### config.mk
export PLATFORM = sky130hd
export DESIGN_NAME = periodic_task_timer_bank
export DESIGN_NICKNAME = d
export VERILOG_FILES = /design/src/design/ptt_pkg.sv /design/src/design/periodic_task_timer_bank.sv /design/src/design/ptt_front.sv /design/src/design/ptt_back.sv
export SDC_FILE = /design/constraint.sdc
export NUM_CORES = 2
export LEC_CHECK = 0
export BUFFER_PORTS_ARGS = -buffer_cell sky130_fd_sc_hd__buf_4
export CAP_MARGIN = 20
export CELL_PAD_IN_SITES_DETAIL_PLACEMENT = 1
export CELL_PAD_IN_SITES_GLOBAL_PLACEMENT = 2
export CORE_MARGIN = 2
export CORE_UTILIZATION = 30
export CTS_BUF_LIST = sky130_fd_sc_hd__clkbuf_4 sky130_fd_sc_hd__clkbuf_8
export DETAILED_ROUTE_END_ITERATION = 7
export MAX_ROUTING_LAYER = met4
export PLACE_DENSITY = 0.55
export SYNTH_ARGS = -nofsm -noshare
export SYNTH_HDL_FRONTEND = slang
export SYNTH_SLANG_ARGS = --single-unit
### constraint.sdc
create_clock -name clk -period 11.32 [get_ports clk]
set_clock_uncertainty 0.15 [all_clocks]
set_input_delay 0 -clock clk [delete_from_list [all_inputs] [get_ports clk]]
set_output_delay 0 -clock clk [all_outputs]
set_load 0.01 [all_outputs]
### src/design/ptt_pkg.sv
// ----------------------------------------------------------------------------
// ptt_pkg
// Shared types and constants for the periodic task timer bank.
// ----------------------------------------------------------------------------
package ptt_pkg;

	localparam int DEF_MAX_SLOTS = 16;
	localparam int CFG_W         = 5;
	localparam int SLOT_W        = 4;
	localparam int TIME_W        = 32;
	localparam int OP_W          = 4;

	typedef logic [OP_W-1:0] op_t;

	localparam op_t OP_ADD      = 4'd0;
	localparam op_t OP_DELETE   = 4'd1;
	localparam op_t OP_START    = 4'd2;
	localparam op_t OP_STOP     = 4'd3;
	localparam op_t OP_RUN_NOW  = 4'd4;
	localparam op_t OP_SET_INT  = 4'd5;
	localparam op_t OP_TICK     = 4'd6;
	localparam op_t OP_NEXT_ALL = 4'd7;
	localparam op_t OP_NEXT_ONE = 4'd8;
	localparam op_t OP_STATE    = 4'd9;
	localparam op_t OP_COUNT    = 4'd10;

	typedef struct packed {
		op_t               op;
		logic [SLOT_W-1:0] slot;
		logic [TIME_W-1:0] period;
		logic              flag;
		logic [TIME_W-1:0] now;
		logic              scan;
	} item_t;

	function automatic logic is_scan_op(input op_t op);
		logic r;
		case (op)
			OP_ADD, OP_TICK, OP_NEXT_ALL, OP_COUNT: r = 1'b1;
			default: r = 1'b0;
		endcase
		return r;
	endfunction

endpackage

### src/design/periodic_task_timer_bank.sv
// ----------------------------------------------------------------------------
// periodic_task_timer_bank
// Bank of periodic timer slots with add/delete/start/stop/tick and queries.
// ----------------------------------------------------------------------------
// Usage:
//  - Input channel (in_valid/in_stall) takes one command transaction with the
//    current millisecond time. A two-entry queue decouples it from execution.
//  - Output channel (out_valid/out_stall) returns results; the final result
//    of a command has last set. Tick gives one fire result per due slot.
//  - cfg channel (cfg_valid/cfg_ready, always ready) writes slot_count and
//    clears all slots; write it only while the block is idle.
//  - Single-slot commands are handled in one sequencer step; add, tick,
//    next_all and count scan the table one slot per cycle while the output
//    is not stalled. The scan over the slot table sets the rate.
//  - A stalled receiver holds the output register; the sequencer waits, the
//    queue fills and in_stall rises.
//  - Reset: all slots empty, slot_count is 16 (clamped to MAX_SLOTS).
// ----------------------------------------------------------------------------
module periodic_task_timer_bank #(
	parameter int MAX_SLOTS = ptt_pkg::DEF_MAX_SLOTS
) (
	input  logic                       clk,
	input  logic                       arst_n,
	input  logic                       cfg_valid,
	output logic                       cfg_ready,
	input  logic [ptt_pkg::CFG_W-1:0]  cfg_data,
	input  logic                       in_valid,
	output logic                       in_stall,
	input  ptt_pkg::op_t               operation,
	input  logic [ptt_pkg::SLOT_W-1:0] slot,
	input  logic [ptt_pkg::TIME_W-1:0] period,
	input  logic                       flag,
	input  logic [ptt_pkg::TIME_W-1:0] now,
	output logic                       out_valid,
	input  logic                       out_stall,
	output logic [ptt_pkg::SLOT_W-1:0] handle,
	output logic                       ok,
	output logic                       fired,
	output logic [ptt_pkg::TIME_W-1:0] value,
	output logic                       last
);
	import ptt_pkg::*;

	logic  pop;
	logic  head_valid;
	item_t head;

	assign cfg_ready = 1'b1;

	ptt_front u_front (
		.clk        (clk),
		.arst_n     (arst_n),
		.in_valid   (in_valid),
		.in_stall   (in_stall),
		.operation  (operation),
		.slot       (slot),
		.period     (period),
		.flag       (flag),
		.now        (now),
		.pop        (pop),
		.head_valid (head_valid),
		.head       (head)
	);

	ptt_back #(.MAX_SLOTS(MAX_SLOTS)) u_back (
		.clk        (clk),
		.arst_n     (arst_n),
		.cfg_valid  (cfg_valid && cfg_ready),
		.cfg_data   (cfg_data),
		.head_valid (head_valid),
		.head       (head),
		.pop        (pop),
		.out_valid  (out_valid),
		.out_stall  (out_stall),
		.handle     (handle),
		.ok         (ok),
		.fired      (fired),
		.value      (value),
		.last       (last)
	);

endmodule

### src/design/ptt_front.sv
// ----------------------------------------------------------------------------
// ptt_front
// Input acceptance, op classification and a two-entry command queue.
// ----------------------------------------------------------------------------
module ptt_front (
	input  logic                       clk,
	input  logic                       arst_n,
	input  logic                       in_valid,
	output logic                       in_stall,
	input  ptt_pkg::op_t               operation,
	input  logic [ptt_pkg::SLOT_W-1:0] slot,
	input  logic [ptt_pkg::TIME_W-1:0] period,
	input  logic                       flag,
	input  logic [ptt_pkg::TIME_W-1:0] now,
	input  logic                       pop,
	output logic                       head_valid,
	output ptt_pkg::item_t             head
);
	import ptt_pkg::*;

	item_t       mem_q [2];
	logic        wr_ptr_q;
	logic        rd_ptr_q;
	logic [1:0]  cnt_q;
	logic        push;
	logic        deq;
	item_t       new_item;

	assign in_stall   = (cnt_q == 2'd2);
	assign push       = in_valid && !in_stall;
	assign head_valid = (cnt_q != 2'd0);
	assign deq        = pop && head_valid;
	assign head       = mem_q[rd_ptr_q];

	always_comb begin
		new_item.op     = operation;
		new_item.slot   = slot;
		new_item.period = period;
		new_item.flag   = flag;
		new_item.now    = now;
		new_item.scan   = is_scan_op(operation);
	end

	always_ff @(posedge clk) begin
		if (push) begin
			mem_q[wr_ptr_q] <= new_item;
		end
	end

	always_ff @(posedge clk or negedge arst_n) begin
		if (!arst_n) begin
			wr_ptr_q <= 1'b0;
			rd_ptr_q <= 1'b0;
			cnt_q    <= 2'd0;
		end else begin
			if (push) wr_ptr_q <= !wr_ptr_q;
			if (deq) rd_ptr_q <= !rd_ptr_q;
			case ({push, deq})
				2'b10:   cnt_q <= cnt_q + 2'd1;
				2'b01:   cnt_q <= cnt_q - 2'd1;
				default: cnt_q <= cnt_q;
			endcase
		end
	end

endmodule

### src/design/ptt_back.sv
// ----------------------------------------------------------------------------
// ptt_back
// Slot table and sequencer: single-slot ops in one step, scans one slot
// per cycle unless the output stalls, results through one output register.
// ----------------------------------------------------------------------------
module ptt_back #(
	parameter int MAX_SLOTS = ptt_pkg::DEF_MAX_SLOTS
) (
	input  logic                       clk,
	input  logic                       arst_n,
	input  logic                       cfg_valid,
	input  logic [ptt_pkg::CFG_W-1:0]  cfg_data,
	input  logic                       head_valid,
	input  ptt_pkg::item_t             head,
	output logic                       pop,
	output logic                       out_valid,
	input  logic                       out_stall,
	output logic [ptt_pkg::SLOT_W-1:0] handle,
	output logic                       ok,
	output logic                       fired,
	output logic [ptt_pkg::TIME_W-1:0] value,
	output logic                       last
);
	import ptt_pkg::*;

	localparam int IW = (MAX_SLOTS > 1) ? $clog2(MAX_SLOTS) : 1;
	localparam int CW = $clog2(MAX_SLOTS + 1);
	localparam int SW = (CW > SLOT_W) ? CW : SLOT_W;
	localparam int RST_CNT = (MAX_SLOTS < 16) ? MAX_SLOTS : 16;

	typedef enum logic [3:0] {
		ST_IDLE   = 4'b0001,
		ST_SINGLE = 4'b0010,
		ST_SCAN   = 4'b0100,
		ST_DONE   = 4'b1000
	} state_t;

	state_t              state_q;
	item_t               cmd_q;
	logic [IW-1:0]       idx_q;
	logic [CW-1:0]       cnt_q;
	logic [TIME_W-1:0]   acc_q;
	logic                any_q;
	logic                pend_q;
	logic [SLOT_W-1:0]   pend_h_q;

	logic [MAX_SLOTS-1:0] occ_q;
	logic [MAX_SLOTS-1:0] en_q;
	logic [TIME_W-1:0]    intv_q [MAX_SLOTS];
	logic [TIME_W-1:0]    base_q [MAX_SLOTS];

	logic                out_valid_q;
	logic [SLOT_W-1:0]   handle_q;
	logic                ok_q;
	logic                fired_q;
	logic [TIME_W-1:0]   value_q;
	logic                last_q;

	logic              can_emit;
	logic              occ_rd;
	logic              en_rd;
	logic [TIME_W-1:0] intv_rd;
	logic [TIME_W-1:0] base_rd;
	logic              act_rd;
	logic [TIME_W-1:0] deadline;
	logic [TIME_W-1:0] tleft;
	logic              due;
	logic              slot_ok;
	logic              last_idx;
	logic [SLOT_W-1:0] idx_h;

	logic              emit;
	logic [SLOT_W-1:0] e_handle;
	logic              e_ok;
	logic              e_fired;
	logic [TIME_W-1:0] e_value;
	logic              e_last;
	logic              wr_int;
	logic              wr_base;
	logic [TIME_W-1:0] base_val;
	logic              set_occ, clr_occ, set_en, clr_en;

	assign can_emit = !out_valid_q || !out_stall;
	assign occ_rd   = occ_q[idx_q];
	assign en_rd    = en_q[idx_q];
	assign intv_rd  = intv_q[idx_q];
	assign base_rd  = base_q[idx_q];
	assign act_rd   = occ_rd && en_rd && (intv_rd != '0);
	assign deadline = base_rd + intv_rd;
	assign tleft    = (cmd_q.now >= deadline) ? '0 : (deadline - cmd_q.now);
	assign due      = (cmd_q.now - base_rd) >= intv_rd;
	assign slot_ok  = SW'(cmd_q.slot) < SW'(cnt_q);
	assign last_idx = (CW'(idx_q) + CW'(1)) == cnt_q;
	assign idx_h    = SLOT_W'(idx_q);
	assign pop      = (state_q == ST_IDLE) && head_valid;

	always_comb begin
		emit     = 1'b0;
		e_handle = '0;
		e_ok     = 1'b0;
		e_fired  = 1'b0;
		e_value  = '0;
		e_last   = 1'b1;
		wr_int   = 1'b0;
		wr_base  = 1'b0;
		base_val = cmd_q.now;
		set_occ  = 1'b0;
		clr_occ  = 1'b0;
		set_en   = 1'b0;
		clr_en   = 1'b0;
		case (state_q)
			ST_SINGLE: begin
				emit     = can_emit;
				e_handle = cmd_q.slot;
				e_ok     = slot_ok;
				case (cmd_q.op)
					OP_DELETE: clr_occ = slot_ok;
					OP_START: begin
						e_ok    = slot_ok && occ_rd;
						set_en  = e_ok;
						wr_base = e_ok;
					end
					OP_STOP: clr_en = slot_ok;
					OP_RUN_NOW: begin
						e_ok    = slot_ok && occ_rd;
						e_fired = e_ok;
						set_en  = e_ok && cmd_q.flag;
						wr_base = e_ok && cmd_q.flag;
					end
					OP_SET_INT: begin
						wr_int  = slot_ok;
						set_en  = slot_ok && cmd_q.flag && occ_rd;
						wr_base = set_en;
					end
					OP_NEXT_ONE: begin
						e_ok    = slot_ok && act_rd;
						e_value = e_ok ? tleft : '1;
					end
					OP_STATE: e_value = TIME_W'(slot_ok && act_rd);
					default: begin
						e_handle = '0;
						e_ok     = 1'b0;
					end
				endcase
				if (!can_emit) begin
					clr_occ = 1'b0;
					set_en  = 1'b0;
					clr_en  = 1'b0;
					wr_int  = 1'b0;
					wr_base = 1'b0;
				end
			end
			ST_SCAN: begin
				if (can_emit) begin
					case (cmd_q.op)
						OP_ADD: begin
							if (!occ_rd && !pend_q) begin
								set_occ = 1'b1;
								set_en  = cmd_q.flag;
								clr_en  = !cmd_q.flag;
								wr_int  = 1'b1;
								wr_base = 1'b1;
							end
						end
						OP_TICK: begin
							if (act_rd && due) begin
								wr_base  = 1'b1;
								base_val = base_rd + intv_rd;
								// earlier firing goes out now, this one is held back
								emit     = pend_q;
								e_handle = pend_h_q;
								e_ok     = 1'b1;
								e_fired  = 1'b1;
								e_last   = 1'b0;
							end
						end
						default: ;
					endcase
				end
			end
			ST_DONE: begin
				emit = can_emit;
				case (cmd_q.op)
					OP_ADD: begin
						e_handle = pend_h_q;
						e_ok     = pend_q;
					end
					OP_TICK: begin
						e_handle = pend_h_q;
						e_ok     = 1'b1;
						e_fired  = pend_q;
					end
					OP_NEXT_ALL: begin
						e_ok    = any_q;
						e_value = acc_q;
					end
					default: begin
						e_ok    = 1'b1;
						e_value = acc_q;
					end
				endcase
			end
			default: ;
		endcase
	end

	// control
	always_ff @(posedge clk or negedge arst_n) begin
		if (!arst_n) begin
			state_q  <= ST_IDLE;
			idx_q    <= '0;
			cnt_q    <= CW'(RST_CNT);
			occ_q    <= '0;
			en_q     <= '0;
			pend_q   <= 1'b0;
			any_q    <= 1'b0;
		end else begin
			if (cfg_valid) begin
				if (cfg_data == '0) cnt_q <= CW'(1);
				else if (int'(cfg_data) > MAX_SLOTS) cnt_q <= CW'(MAX_SLOTS);
				else cnt_q <= CW'(cfg_data);
				occ_q <= '0;
				en_q  <= '0;
			end else begin
				if (set_occ) occ_q[idx_q] <= 1'b1;
				if (clr_occ) occ_q[idx_q] <= 1'b0;
				if (set_en) en_q[idx_q] <= 1'b1;
				if (clr_en) en_q[idx_q] <= 1'b0;
			end
			case (state_q)
				ST_IDLE: begin
					if (head_valid) begin
						pend_q <= 1'b0;
						any_q  <= 1'b0;
						if (head.scan) begin
							idx_q   <= '0;
							state_q <= ST_SCAN;
						end else begin
							idx_q   <= IW'(head.slot);
							state_q <= ST_SINGLE;
						end
					end
				end
				ST_SINGLE: begin
					if (can_emit) state_q <= ST_IDLE;
				end
				ST_SCAN: begin
					if (can_emit) begin
						if ((cmd_q.op == OP_ADD && set_occ) ||
						    (cmd_q.op == OP_TICK && wr_base)) begin
							pend_q <= 1'b1;
						end
						if (cmd_q.op == OP_NEXT_ALL && act_rd) any_q <= 1'b1;
						if (last_idx) state_q <= ST_DONE;
						else idx_q <= idx_q + IW'(1);
					end
				end
				ST_DONE: begin
					if (can_emit) state_q <= ST_IDLE;
				end
				default: state_q <= ST_IDLE;
			endcase
		end
	end

	// command and accumulators
	always_ff @(posedge clk) begin
		if (pop) begin
			cmd_q    <= head;
			pend_h_q <= '0;
			acc_q    <= (head.op == OP_NEXT_ALL) ? '1 : '0;
		end else if (state_q == ST_SCAN && can_emit) begin
			if (set_occ || (cmd_q.op == OP_TICK && wr_base)) pend_h_q <= idx_h;
			case (cmd_q.op)
				OP_NEXT_ALL: if (act_rd && tleft < acc_q) acc_q <= tleft;
				OP_COUNT:    if (occ_rd && (!cmd_q.flag || act_rd)) acc_q <= acc_q + 1'b1;
				default: ;
			endcase
		end
		if (wr_int) intv_q[idx_q] <= cmd_q.period;
		if (wr_base) base_q[idx_q] <= base_val;
	end

	// output register
	always_ff @(posedge clk or negedge arst_n) begin
		if (!arst_n) out_valid_q <= 1'b0;
		else if (emit) out_valid_q <= 1'b1;
		else if (!out_stall) out_valid_q <= 1'b0;
	end

	always_ff @(posedge clk) begin
		if (emit) begin
			handle_q <= e_handle;
			ok_q     <= e_ok;
			fired_q  <= e_fired;
			value_q  <= e_value;
			last_q   <= e_last;
		end
	end

	assign out_valid = out_valid_q;
	assign handle    = handle_q;
	assign ok        = ok_q;
	assign fired     = fired_q;
	assign value     = value_q;
	assign last      = last_q;

endmodule

==> flow_summary.json <==
{
  "ys_seq_elements": 1372,
  "hpwl_mm": 114,
  "clkLatencyLatePin_ns": 1.05,
  "finalWirelength_mm": 186,
  "synth-edff-count": 1316,
  "crit_arrival_ns": 10.79,
  "drc": 0,
  "dieArea_um2": 204000,
  "synth_cell_types": 81,
  "asyncSetResetFlopFracSynth": 0.0379,
  "cts_htree_levels": 4,
  "regToRegStartpoint": "u_back.idx_h[0]",
  "regToRegSetupSlack_ns": 1.11,
  "syn_area_per_cell_um2": 16.5,
  "r2r_cells": 29,
  "hold_path_depth": 3,
  "ys_dominant_reg_cell": "edfxtp_1",
  "vias": 35100,
  "wire_per_inst_um": 26.6,
  "grt_antenna_before_repair": 9,
  "clock_path_buffers": 3,
  "cp-start-kind": "flip-flop",
  "fill_cells": 20100,
  "die_h_um": 452,
  "cts_buffers": 230,
  "drv_slew": 0,
  "maxSlewHeadroom": 0.333,
  "path_max_fanout": 38,
  "worstMarginPinSlew_ns": 1.00,
  "viasPerCell": 5.01,
  "drive_gt1_frac": 0.239,
  "worstHoldEndpoint": "u_front.mem_q[1][47]",
  "area_delta_synth_final_pct": 19.4,
  "netlist_area_um2": 60300,
  "ys_warn_count": 0,
  "start_util": 0.302,
  "grt_pass1_wl_mm": 271,
  "hold_path.class": "in2reg",
  "die_w_um": 452,
  "design_area_um2": 71900,
  "max_freq_mhz": 97.9,
  "finalCriticalPeriod_ns": 10.21,
  "grt_pass1_vias": 37500,
  "grt.total_usage": 0.188,
  "core_um2": 200000,
  "final-hold-violation-count": 0,
  "cap_violations": 0,
  "path_class": "reg2reg",
  "status": "complete, no violations",
  "overflow": 0,
  "worstPathRequired_ns": 11.90,
  "drtPass1Iterations": 7,
  "drt_iter0_drc": 2598,
  "path_clk_slew_ns": 0.06,
  "setup-violations-final": 0,
  "crit_path_end_kind": "flip-flop",
  "cts_resized": 0,
  "fin_crit_sh": 0.902,
  "cp_slowest_cell": "dfrtp_4",
  "tns_ns": 0,
  "yosysSeqAreaShare": 0.679,
  "syn_inst": 3655,
  "gp_congestion": 0.806,
  "portBuffers": 123,
  "pin_count": 125,
  "cpPeakStageDelay_ns": 1.04,
  "synth_fp_nets": 3907,
  "grt_max_degree": 79,
  "path_buf_inv": 3,
  "rows": 164,
  "root_buffer": "clkbuf_8",
  "reg2reg_to": "u_back.acc_q[4]",
  "drtAntennaViolNets": 0,
  "cts_tree": "yes",
  "critical-path-top-delay-family": "compound AO/OA/AOI/OAI gates",
  "hp-start": "period[13]",
  "rsz0062_at_grt": "false",
  "clock-sinks": 1372,
  "dpl_cell_area_um2": 65300,
  "nNetsFinal": 4405
}
-- cells by family after synthesis --
family,after synthesis,synth area share
DFF,1372,0.679
AOI/OAI and AO/OA,628,0.0675
buffers and inverters,348,0.0233
adders and majority gates,169,0.0355
other,1,0.0000622
and+or+nand+nor,639,0.0505
xor gates and xnor gates,103,0.0150
muxes,395,0.129
-- stage by stage --
step | utilization | hold WS [ns] | setup WS [ns] | std cells
after global placement | 0.327 | -0.0238 | 1.13 | 6370
after CTS | 0.360 | 0.000620 | 1.07 | 6997
after detailed placement | 0.327 | -0.0428 | 1.11 | 6371
after floorplan | - | -0.446 | 0.0412 | 3655
after global routing | 0.360 | 0.0651 | 0.518 | 7002
final | 0.360 | 0.130 | 1.11 | 7004
-- metal layers --
layer,routed length (µm),up-vias,track usage
li1,-,15600,-
met1,90000,18600,0.266
met2,86300,706,0.287
met3,6360,234,0.0246
met4,3550,0,0.0426
met5,0,-,-
-- cells in the mapped netlist, types with 11 or more instances --
master       n  share of area
a211oi_1    17         0.0021
and2_1      16         0.0017
nor4_1      16         0.0017
dfrtp_1     50          0.021
nand2b_1    13         0.0013
clkbuf_1   119         0.0074
inv_1      171          0.011
mux4_2     298           0.11
a22oi_1     65         0.0081
o21ai_1     13         0.0011
buf_1       25         0.0016
nor2_1     183          0.011
ha_1       166          0.034
buf_2       20         0.0017
and4_1      11         0.0016
nand2_1    192          0.012
edfxtp_1  1316           0.66
or3_1       11         0.0011
xor2_1      24         0.0035
o21bai_1    18         0.0022
nand3_1     45         0.0037
and3_1      25         0.0026
nand4_1     26         0.0027
o21ai_0    137          0.011
a311oi_1    35         0.0051
a21o_1      43         0.0054
xnor2_1     79          0.011
a31oi_1     55         0.0057
a21oi_1    139          0.012
mux2_2      81          0.015
nor2b_1     24         0.0025
o21a_1      22         0.0027
nor3_1      39         0.0032
-- layout make-up --
cell class | instances | area, µm² | share of cell area
Sequential cell | 1372 | 40900 | 0.569
Inverter | 172 | 651 | 0.00904
Multi-Input combinational cell | 1935 | 18300 | 0.254
Clock buffer | 298 | 3680 | 0.0511
Antenna cell | 6 | 15.0 | 0.000209
Clock inverter | 123 | 892 | 0.0124
Tap cell | 2656 | 3320 | 0.0462
Timing Repair Buffer | 442 | 4180 | 0.0581
-- sequential cells by signal, summed over array words and instances, names as in the netlist --
signal,cells
u_back.acc_q,32
u_back.any_q,1
u_back.base_q,512
u_back.cmd_q,73
u_back.cnt_q,5
u_back.en_q,16
u_back.fired,1
u_back.handle,4
u_back.idx_h,4
u_back.intv_q,512
u_back.last,1
u_back.occ_q,16
u_back.ok,1
u_back.out_valid,1
u_back.pend_h_q,4
u_back.pend_q,1
u_back.state_q,4
u_back.value,32
u_front.cnt_q,2
u_front.mem_q,148
u_front.rd_ptr_q,1
u_front.wr_ptr_q,1
-- layout by cell type (no fill, tap or decap), types with 39 or more instances in the layout --
cell type / instances
edfxtp_1: 1316
mux4_2: 298
clkbuf_8: 230
buf_4: 210
dlygate4sd3_1: 203
nand2_1: 191
inv_1: 170
ha_1: 166
nor2_1: 149
a21oi_1: 139
o21ai_0: 136
mux2_2: 81
xnor2_1: 79
clkinv_1: 69
clkbuf_4: 68
a22oi_1: 65
a31oi_1: 55
nand3_1: 45
dfrtp_1: 45
a21o_1: 43
nor3_1: 39
-- worst max-delay path by stage --
| stage | to | depth (start not counted) | start |
|---|---|---|---|
| global route | u_back.acc_q[8] | 30 | u_back.idx_h[0] |
| CTS | u_back.acc_q[4] | 33 | u_back.idx_h[0] |
| detailed placement | u_back.acc_q[10] | 33 | u_back.idx_h[0] |
| finish | u_back.acc_q[4] | 29 | u_back.idx_h[0] |
| global placement | u_back.acc_q[9] | 31 | u_back.idx_h[0] |
| floorplan | u_back.acc_q[0] | 36 | u_back.idx_h[1] |
-- timing repair --
item                      in CTS  in global routing
hold endpoints to repair     399                  0
setup buffers                  0                  0
hold buffers                 205                  0
-- worst min-delay path: cells and delay by family --
kind	cells	cell delay (ns)
buf+inv	3	1.20
Power is left out: the tool's default activity adds up to more than one toggle a clock period on the data nets, which glitch-free logic cannot reach.
